File: config.mk
export PLATFORM = sky130hd
export DESIGN_NAME = bloom_filtered_small_set
export DESIGN_NICKNAME = d
export VERILOG_FILES = /design/src/sv/bfss_pkg.sv /design/src/sv/bfss_ram.sv /design/src/sv/bfss_scan.sv /design/src/sv/bloom_filtered_small_set.sv
export SDC_FILE = /design/constraint.sdc
export NUM_CORES = 2
export LEC_CHECK = 0
export BUFFER_PORTS_ARGS = -buffer_cell sky130_fd_sc_hd__buf_2
export CAP_MARGIN = 0
export CORE_ASPECT_RATIO = 2
export CORE_MARGIN = 1
export CORE_UTILIZATION = 40
export CTS_BUF_LIST = sky130_fd_sc_hd__clkbuf_8
export DETAILED_ROUTE_END_ITERATION = 12
export SETUP_SLACK_MARGIN = 0.5
export SYNTH_ARGS = -nofsm -noshare
export SYNTH_HDL_FRONTEND = slang
export SYNTH_SLANG_ARGS = --single-unit
File: constraint.sdc
create_clock -name clk -period 4.75 [get_ports clk]
set_input_delay 0.95 -clock clk [delete_from_list [all_inputs] [get_ports clk]]
set_output_delay 0.95 -clock clk [all_outputs]
set_load 0.03 [all_outputs]
File: src/sv/bfss_pkg.sv
// Shared types and constants for the Bloom-filtered small set.
package bfss_pkg;

	localparam int DATA_W          = 32;
	localparam int CAP_W           = 7;
	localparam int COUNT_W         = 7;
	localparam int MASK_W          = 64;
	localparam int MAX_ENTRIES_DEF = 64;
	localparam logic [CAP_W-1:0] CAP_RESET = 7'd64;

	localparam logic CMD_CHECK  = 1'b0;
	localparam logic CMD_INSERT = 1'b1;

	typedef struct packed {
		logic              start;
		logic [DATA_W-1:0] key;
	} scan_req_t;

	typedef struct packed {
		logic done;
		logic found;
	} scan_res_t;

endpackage

File: src/sv/bfss_ram.sv
// Generic simple dual-port RAM with registered read.
module bfss_ram #(
	parameter int WIDTH = 32,
	parameter int DEPTH = 64
) (
	input  logic                     clk,
	input  logic                     wr_en,
	input  logic [$clog2(DEPTH)-1:0] wr_addr,
	input  logic [WIDTH-1:0]         wr_data,
	input  logic                     rd_en,
	input  logic [$clog2(DEPTH)-1:0] rd_addr,
	output logic [WIDTH-1:0]         rd_data
);

	logic [WIDTH-1:0] mem [DEPTH];

	always_ff @(posedge clk) begin
		if (wr_en) begin
			mem[wr_addr] <= wr_data;
		end
		if (rd_en) begin
			rd_data <= mem[rd_addr];
		end
	end

endmodule

File: src/sv/bfss_scan.sv
// Entry store and sequential compare scan, one entry per cycle.
module bfss_scan #(
	parameter int DEPTH = bfss_pkg::MAX_ENTRIES_DEF,
	parameter int CW    = $clog2(DEPTH + 1)
) (
	input  logic                          clk,
	input  logic                          arst_n,
	input  bfss_pkg::scan_req_t           req,
	input  logic [CW-1:0]                 num,
	input  logic                          wr_en,
	input  logic [$clog2(DEPTH)-1:0]      wr_addr,
	input  logic [bfss_pkg::DATA_W-1:0]   wr_data,
	output bfss_pkg::scan_res_t           res
);

	localparam int AW = $clog2(DEPTH);

	logic                        busy_q;
	logic [CW-1:0]               idx_q;
	logic [CW-1:0]               num_q;
	logic [bfss_pkg::DATA_W-1:0] key_q;
	logic                        pend_s1;
	logic [bfss_pkg::DATA_W-1:0] rd_data;
	logic                        match;
	logic                        exhausted;
	logic                        issue;

	assign match     = pend_s1 && (rd_data == key_q);
	assign exhausted = !pend_s1 && (idx_q >= num_q);
	assign issue     = busy_q && !match && (idx_q < num_q);

	bfss_ram #(
		.WIDTH(bfss_pkg::DATA_W),
		.DEPTH(DEPTH)
	) u_ram (
		.clk    (clk),
		.wr_en  (wr_en),
		.wr_addr(wr_addr),
		.wr_data(wr_data),
		.rd_en  (issue),
		.rd_addr(idx_q[AW-1:0]),
		.rd_data(rd_data)
	);

	always_ff @(posedge clk or negedge arst_n) begin
		if (!arst_n) begin
			busy_q  <= 1'b0;
			pend_s1 <= 1'b0;
			idx_q   <= '0;
		end else if (req.start) begin
			busy_q  <= 1'b1;
			pend_s1 <= 1'b0;
			idx_q   <= '0;
		end else if (busy_q) begin
			if (match || exhausted) begin
				busy_q  <= 1'b0;
				pend_s1 <= 1'b0;
			end else begin
				pend_s1 <= issue;
				if (issue) begin
					idx_q <= idx_q + CW'(1);
				end
			end
		end
	end

	always_ff @(posedge clk) begin
		if (req.start) begin
			num_q <= num;
			key_q <= req.key;
		end
	end

	assign res.done  = busy_q && (match || exhausted);
	assign res.found = match;

endmodule

File: src/sv/bloom_filtered_small_set.sv
// Top level of the Bloom-filtered small set: control, masks, count and result register.
//
// Usage:
//   s_* carries one transaction per item: s_tuser[0] is the command (0 check,
//   1 insert), s_tdata[31:0] the signed value. m_* returns exactly one result
//   transaction per item. cfg_* writes capacity_in_use (7 bits); it is always
//   ready and should be written only while the block is idle.
//   When the Bloom masks miss, an accepted item goes straight to ST_DONE and
//   its result is then loaded into the output register. On a mask hit the
//   stored entries are read from the entry RAM and compared one per cycle,
//   stopping at the first match; the single RAM read port and the one
//   comparator set this rate. s_tready is high only when no item is in
//   progress.
//   A finished result waits in the output register; the next item is taken
//   meanwhile, but its result is held back until the register is free, so a
//   stalled receiver eventually stalls the input.
//   Reset clears count, masks and output valid and sets capacity to 64; the
//   entry RAM is not cleared, as only written entries are ever read.
module bloom_filtered_small_set #(
	parameter int MAX_ENTRIES = bfss_pkg::MAX_ENTRIES_DEF
) (
	input  logic        clk,
	input  logic        arst_n,
	input  logic        s_tvalid,
	output logic        s_tready,
	input  logic [31:0] s_tdata,   // [31:0] value
	input  logic [0:0]  s_tuser,   // [0] command
	output logic        m_tvalid,
	input  logic        m_tready,
	output logic [15:0] m_tdata,   // [0] present, [1] added, [2] full_res, [9:3] count
	input  logic        cfg_valid,
	output logic        cfg_ready,
	input  logic [6:0]  cfg_data
);

	localparam int CW   = $clog2(MAX_ENTRIES + 1);
	localparam int AW   = $clog2(MAX_ENTRIES);
	localparam int CMPW = (CW > bfss_pkg::CAP_W) ? CW : bfss_pkg::CAP_W;

	typedef enum logic [1:0] {
		ST_IDLE,
		ST_SCAN,
		ST_DONE
	} state_t;

	state_t                        state_q;
	logic                          cmd_q;
	logic [bfss_pkg::DATA_W-1:0]   value_q;
	logic [CW-1:0]                 cnt_q;
	logic [bfss_pkg::MASK_W-1:0]   mask_lo_q;
	logic [bfss_pkg::MASK_W-1:0]   mask_hi_q;
	logic [bfss_pkg::CAP_W-1:0]    cap_q;
	logic                          present_q;
	logic                          m_tvalid_q;
	logic                          out_present_q;
	logic                          out_added_q;
	logic                          out_full_q;
	logic [bfss_pkg::COUNT_W-1:0]  out_count_q;

	bfss_pkg::scan_req_t           scan_req;
	bfss_pkg::scan_res_t           scan_res;

	logic                          s_acc;
	logic [5:0]                    in_idx1;
	logic [5:0]                    in_idx2;
	logic [5:0]                    q_idx1;
	logic [5:0]                    q_idx2;
	logic                          hit;
	logic [CMPW-1:0]               cap_ext;
	logic [CMPW-1:0]               cap_eff;
	logic [CMPW-1:0]               cnt_ext;
	logic                          room;
	logic                          out_free;
	logic                          finish;
	logic                          add_w;
	logic                          full_w;
	logic [CMPW-1:0]               cnt_next_ext;

	assign s_tready  = (state_q == ST_IDLE);
	assign s_acc     = s_tvalid && s_tready;
	assign cfg_ready = 1'b1;

	assign in_idx1 = s_tdata[5:0];
	assign in_idx2 = s_tdata[11:6] + s_tdata[5:0];
	assign q_idx1  = value_q[5:0];
	assign q_idx2  = value_q[11:6] + value_q[5:0];
	assign hit     = mask_lo_q[in_idx1] && mask_hi_q[in_idx2];

	assign cap_ext = CMPW'(cap_q);
	assign cap_eff = (cap_ext > CMPW'(MAX_ENTRIES)) ? CMPW'(MAX_ENTRIES) : cap_ext;
	assign cnt_ext = CMPW'(cnt_q);
	assign room    = cnt_ext < cap_eff;

	assign out_free     = !m_tvalid_q || m_tready;
	assign finish       = (state_q == ST_DONE) && out_free;
	assign add_w        = finish && (cmd_q == bfss_pkg::CMD_INSERT) && !present_q && room;
	assign full_w       = (cmd_q == bfss_pkg::CMD_INSERT) && !present_q && !room;
	assign cnt_next_ext = cnt_ext + CMPW'(add_w);

	assign scan_req.start = s_acc && hit;
	assign scan_req.key   = s_tdata;

	bfss_scan #(
		.DEPTH(MAX_ENTRIES),
		.CW   (CW)
	) u_scan (
		.clk    (clk),
		.arst_n (arst_n),
		.req    (scan_req),
		.num    (cnt_q),
		.wr_en  (add_w),
		.wr_addr(cnt_q[AW-1:0]),
		.wr_data(value_q),
		.res    (scan_res)
	);

	always_ff @(posedge clk or negedge arst_n) begin
		if (!arst_n) begin
			state_q       <= ST_IDLE;
			cnt_q         <= '0;
			mask_lo_q     <= '0;
			mask_hi_q     <= '0;
			cap_q         <= bfss_pkg::CAP_RESET;
			m_tvalid_q    <= 1'b0;
			out_present_q <= 1'b0;
			out_added_q   <= 1'b0;
			out_full_q    <= 1'b0;
			out_count_q   <= '0;
		end else begin
			if (cfg_valid && cfg_ready) begin
				cap_q <= cfg_data;
			end
			if (m_tvalid_q && m_tready && !finish) begin
				m_tvalid_q <= 1'b0;
			end
			case (state_q)
				ST_IDLE: begin
					if (s_acc) begin
						state_q <= hit ? ST_SCAN : ST_DONE;
					end
				end
				ST_SCAN: begin
					if (scan_res.done) begin
						state_q <= ST_DONE;
					end
				end
				ST_DONE: begin
					if (out_free) begin
						m_tvalid_q    <= 1'b1;
						state_q       <= ST_IDLE;
						out_present_q <= present_q;
						out_added_q   <= add_w;
						out_full_q    <= full_w;
						out_count_q   <= cnt_next_ext[bfss_pkg::COUNT_W-1:0];
						if (add_w) begin
							cnt_q             <= cnt_q + CW'(1);
							mask_lo_q[q_idx1] <= 1'b1;
							mask_hi_q[q_idx2] <= 1'b1;
						end
					end
				end
				default: begin
					state_q <= ST_IDLE;
				end
			endcase
		end
	end

	always_ff @(posedge clk) begin
		if (s_acc) begin
			cmd_q     <= s_tuser[0];
			value_q   <= s_tdata;
			present_q <= 1'b0;
		end else if ((state_q == ST_SCAN) && scan_res.done) begin
			present_q <= scan_res.found;
		end
	end

	assign m_tvalid = m_tvalid_q;
	assign m_tdata  = {6'd0, out_count_q, out_full_q, out_added_q, out_present_q};

	a_cnt_bound: assert property (@(posedge clk) disable iff (!arst_n)
		CMPW'(cnt_q) <= CMPW'(MAX_ENTRIES))
		else $error("entry count exceeds store depth");

	a_add_incr: assert property (@(posedge clk) disable iff (!arst_n)
		add_w |=> (cnt_q == $past(cnt_q) + CW'(1)))
		else $error("count did not advance on insert");

	a_flags_excl: assert property (@(posedge clk) disable iff (!arst_n)
		m_tvalid_q |-> !(out_added_q && out_full_q) && !(out_present_q && out_added_q))
		else $error("conflicting result flags");

	a_scan_idle: assert property (@(posedge clk) disable iff (!arst_n)
		scan_res.done |-> (state_q == ST_SCAN))
		else $error("scan finished outside scan state");

endmodule
* Yosys cells after proc, flatten, opt, wreduce, memory -nomap -nowiden
Memories as Yosys holds them, arrays and structs flattened. A register that Yosys moved wholly into a read port is not among the register bits.
Index checks and enable logic that the tools add are counted.
** Cells by class
- $add $sub $neg :: 5
- Order comparisons :: 10
- Eq/ne operators :: 7
- Mux-type cells :: 29
- Bitwise gates (word level) :: 2
- Reductions and logical operators :: 34
** Operators by type and width (number)
- $or 64x64->64 :: 2
- $mux 7 :: 5
- $eq 32x32->1 :: 1
- $lt 6x7->1 const B :: 4
- $logic_and 1x1->1 :: 19
- $mux 1 :: 15
- $add 7x1->7 const B :: 2
- $lt 7x7->1 :: 2
- $add 6x6->6 :: 2
- $bmux 1 s6 :: 2
- $demux 1 s6 :: 2
- $ge 6x1->1 const B :: 2
- $reduce_and 3->1 :: 3
- $mux 2 :: 4
- $add 7x1->7 :: 1
- $ge 7x7->1 :: 1
- $gt 7x7->1 const B :: 1
- $logic_not 1->1 :: 6
- $ne 2x2->1 const B :: 3
- $pmux 2 s3 :: 1
- $reduce_bool 2->1 :: 2
- $eq 2x1->1 const B :: 1
- $eq 2x2->1 const B :: 1
- $logic_not 2->1 :: 1
- other kinds (3) :: 4
** Word-level totals
- Register bits :: 237
- Memory bits (writable) :: 2048
- Bits of input ports :: 45
- Memories kept :: 1
** Memories
- u_scan.u_ram.mem :: words 64, bits a word 32, read ports 1, clocked after Yosys merged registers in 1, write ports 1, RTL line bfss_ram.sv:15 : logic [WIDTH-1:0] mem [DEPTH];

* Depth between registers and ports, before layout
- Word-level depth :: 9
- Mapped depth :: 14
- Depth with buffers taken out :: 13

* Modules after synthesis
A second synthesis with hierarchy kept.
** Second synthesis, totals
- Cells, all modules :: 4122
- Area total of the unflattened synthesis :: 89672.3 um^2
** By module, submodules not included
- bfss_ram :: instances 1, cells an instance 3324, area each 78835.6 um^2
- bloom_filtered_small_set :: instances 1, cells an instance 620, area each 8514.4 um^2
- bfss_scan :: instances 1, cells an instance 178, area each 2322.2 um^2

* Least setup slack after synthesis
OpenSTA, ideal clock, no wires.
- Kind :: input -> register
- From :: input m_tready
- To :: memory u_scan.u_ram.mem[35][0] (enable)
- Arrival :: 4.583 ns
- Required time :: 4.289 ns
- Slack :: -0.294 ns
- Stages on the path :: 10
- Cells stage by stage :: nand2b_1 > nand2b_1 > clkbuf_1 > nor4_1 > o211a_1 > nor2_2 > buf_4 > buf_4 > buf_2 > nor3_1
** On the way
- Longest elaborated chain between the ends :: 7
** Ends and longest elaborated chain
- start, declared :: RTL line bloom_filtered_small_set.sv:29 : input logic m_tready,
- $logic_or 1x1->1 :: RTL line bloom_filtered_small_set.sv:94 : assign out_free = !m_tvalid_q || m_tready;
- $logic_and 1x1->1 :: RTL line bloom_filtered_small_set.sv:95 : assign finish = (state_q == ST_DONE) && out_free;
- $logic_and 1x1->1 (3 in a row) :: RTL line bloom_filtered_small_set.sv:96 : assign add_w = finish && (cmd_q == bfss_pkg::CMD_INSERT) && !present_q && room;
- $mux 1 :: RTL line bfss_ram.sv:18 : if (wr_en) begin
- $mux 1 (implied by the code) :: RTL line bfss_ram.sv:19 : mem[wr_addr] <= wr_data;
- end, declared :: RTL line bfss_ram.sv:15
No other way between the ends.

* Final worst setup path
- From :: register u_scan.idx_q[0]
- To :: register u_scan.u_ram.rd_data[11] (read register of u_scan.u_ram.mem), data pin
** On the way
- Longest elaborated chain between the ends :: 2
** Ends and longest elaborated chain
- start, declared :: RTL line bfss_scan.sv:19 : logic [CW-1:0] idx_q;
- start signal, assigned :: RTL line bfss_scan.sv:61 : idx_q <= idx_q + CW'(1);
- $lt 7x7->1 :: RTL line bfss_scan.sv:30 : assign issue = busy_q && !match && (idx_q < num_q);
- $logic_and 1x1->1 :: RTL line bfss_scan.sv:30
- end, declared :: RTL line bfss_ram.sv:12 : output logic [WIDTH-1:0] rd_data
Parallel ways exist; a longest one is shown, timed or not.
A chain may end at the register's enable or synchronous reset.

==> flow_summary.yaml <==
outcome:
  outcome: "finished, violations left"
  violations: "design-rule violations"
floorplanning:
  rows: 245
  start_util: 0.4023
  die_h_um: 670.6
  num_io_pins: 64
  die-area_um2: 225500
  core-area_um2: 222200
  die-width_um: 336.3
cells_and_area:
  drive_gt1_frac: 0.3282
  final_common_cell: "edfxtp_1"
  nets: 4218
  syn2layout_area_growth_pct: 12.62
  most-common-layout-cells: "edfxtp_1, mux4_2, clkbuf_8"
  fillers: 18390
global_route:
  grt_max_degree: 91
  grt_pass1_wl_um: 320900
  grt_pass1_vias: 44240
  track_usage: 0.2003
  antenna_found_initial: 17
  grt-ovfl-total: 0
clock_tree:
  clockRootBuffer: "clkbuf_8"
  clock_sinks: 2317
  cts_buffer_depth: 4
  ctsResizeCount: 0
  numCtsBuffers: 309
  hold_buffers: 0
  clk_pin_slew_ns: 0.08
  cts_tree: "done"
  clock_latency_ns: 0.94
  cts_setup_buffers: 0
  h-tree-depth: 5
timing:
  fin_skew_ns: 0.04809
  period_share: 0.7485
  slew_headroom: 0.1180
  fmax_mhz: 281.3
  fin_ws_ns: 1.195
  rsz0062_at_grt: "no"
  maxSlewViolCount: 0
  finalSetupViolCount: 0
  setup_tns_ns: 0
  tightestPinTransition_ns: 1.323
  min_period_ns: 3.555
  finalHoldViolations: 0
critical_path:
  reg2reg_depth: 4
  path_max_fanout: 26
  start_kind: "flop"
  timing.rr.start: "u_scan.idx_q[0]"
  worst-setup-path-type: "flop to flop"
  r2r_end: "u_scan.u_ram.rd_data[11]"
  required_ns: 5.41
  rrSetupSlack_ns: 1.19
  end_kind: "flop"
  arrival_ns: 4.22
place:
  dp_hpwl_um: 141600
  place.gp.congestion: 0.8045
  dp_slack_ns: 0.6627
  io_buffers: 56
logic_synthesis:
  synth-edff-count: 2152
  synth_top_flop_cell: "edfxtp_1"
  ys_seq_area_frac: 0.7689
  ys_warn_count: 0
  ys_seq_elements: 2317
  synth_area_um2: 89410
  avgSynthCellArea_um2: 23.61
  synthCells: 3786
  ys_types: 62
  async_flop_share: 0.07078
routing:
  drt_iter0_drc: 3052
  vias: 40970
  drtPass1Iterations: 11
  drt.antenna.violating_nets: 0
  wl_per_cell_um: 30.54
  wirelength_um: 224100
  vias_per_cell: 5.584
  route.detailed.drc: 2
power:
  power_density_nw_per_um2: 547.7
  ir_worst_vdd_uv: 357.3
  p_leak_nw: 33.07
  p_total_mw: 55.15
min_path:
  hold_class: "primary input to async pin"
flow_run:
  maxCapViolations: 0
## synthesized netlist by cell type, types with 6 or more instances
cell type,instances,area share
nand2b_1,9,0.00063
edfxtp_1,2152,0.72
a21oi_1,17,0.00095
or3_1,6,0.00042
a31o_1,8,0.00078
clkbuf_1,95,0.0040
ha_1,27,0.0038
nor3_2,6,0.00067
buf_4,16,0.0013
nor2_1,33,0.0014
mux2_2,11,0.0014
o21bai_1,19,0.0016
nor4_1,9,0.00063
o21ai_0,11,0.00062
nand2_1,47,0.0020
buf_1,50,0.0021
mux2i_1,14,0.0016
nand3_1,16,0.00090
xnor2_1,18,0.0018
inv_1,18,0.00076
buf_2,44,0.0025
dfrtp_1,163,0.046
mux4_2,705,0.18
nor3_1,63,0.0035
xor2_1,37,0.0036
nor2b_1,8,0.00056
a21o_1,108,0.0091
## power breakdown
group | switching, mW | leakage (nW) | internal [mW]
registers | 0.971 | 21.5 | 24.3
clock network | 7.27 | 3.19 | 6.78
logic | 8.55 | 8.34 | 7.29
total | 16.8 | 33.1 | 38.4
## layer usage
layer,share of wire,vias up,GRT usage
met5,0.00028,-,0
met3,0.044,389,0.02641
met1,0.34,22510,0.2166
met2,0.58,1222,0.3861
met4,0.039,8,0.08029
li1,-,16850,-
## per-stage QoR
step | util | hold WS (ns) | cells | cell area [µm²]
2_1_floorplan | - | 0.4226 | 3791 | 89630
3_3_place_gp | 0.4279 | 0.4322 | 6797 | 95100
3_5_place_dp | 0.4279 | 0.4386 | 6797 | 95100
4_1_cts | 0.4530 | 0.05496 | 7330 | 100700
5_1_grt | 0.4530 | 0.1193 | 7332 | 100700
6_report | 0.4531 | 0.07434 | 7338 | 100700
## registers in the layout (all words and copies together), names as in the netlist, 2 cells and up
register	count
u_scan.idx_q	7
cnt_ext	7
u_scan.key_q	32
mask_lo_q	64
value_q	32
cap_ext	7
state_q	2
u_scan.u_ram.rd_data	32
out_count_q	7
u_scan.num_q	7
mask_hi_q	64
u_scan.u_ram.mem	2048
## worst max-delay path by stage
stage / from / to / slack (ns) / cells after the start
4_1_cts: u_scan.idx_q[0] / u_scan.u_ram.rd_data[11] / 1.14 / 4
3_3_place_gp: s_tdata[6] / u_scan.key_q[17] / 0.67 / 11
2_1_floorplan: m_tready / u_scan.u_ram.mem[49][0] / -0.29 / 10
6_report: u_scan.idx_q[0] / u_scan.u_ram.rd_data[11] / 1.19 / 4
3_5_place_dp: s_tdata[6] / u_scan.key_q[20] / 0.66 / 11
5_1_grt: u_scan.idx_q[0] / u_scan.u_ram.rd_data[7] / 1.08 / 4
## cell families after synthesis
family / after synthesis / share of synthesized area
flops: 2317 / 0.7689
mux: 730 / 0.1805
simple gates: 233 / 0.01404
buf+inv: 228 / 0.01111
compound gates: 191 / 0.01549
xor+xnor: 56 / 0.005570
fa+ha+maj: 29 / 0.004226
other cells: 2 / 0.00008400
## cell type report
type	instances	area [µm²]	area share
sequential	2317	68770	0.6830
multi-input combinational	1246	20310	0.2017
clock buffer	326	4487	0.04456
tap	2964	3709	0.03683
timing repair buffer	250	2243	0.02228
clock inverter	207	1080	0.01072
inverter	20	75.07	0.0007456
antenna	8	20.02	0.0001988
## worst max-delay path, cell delays in order, from the launching register on
cell	delay, ns
dfrtp_4	0.92
buf_4	0.60
mux4_2	0.62
mux4_2	0.58
mux4_2	0.52
No activity file was read; power rests on OpenSTA's default activity.
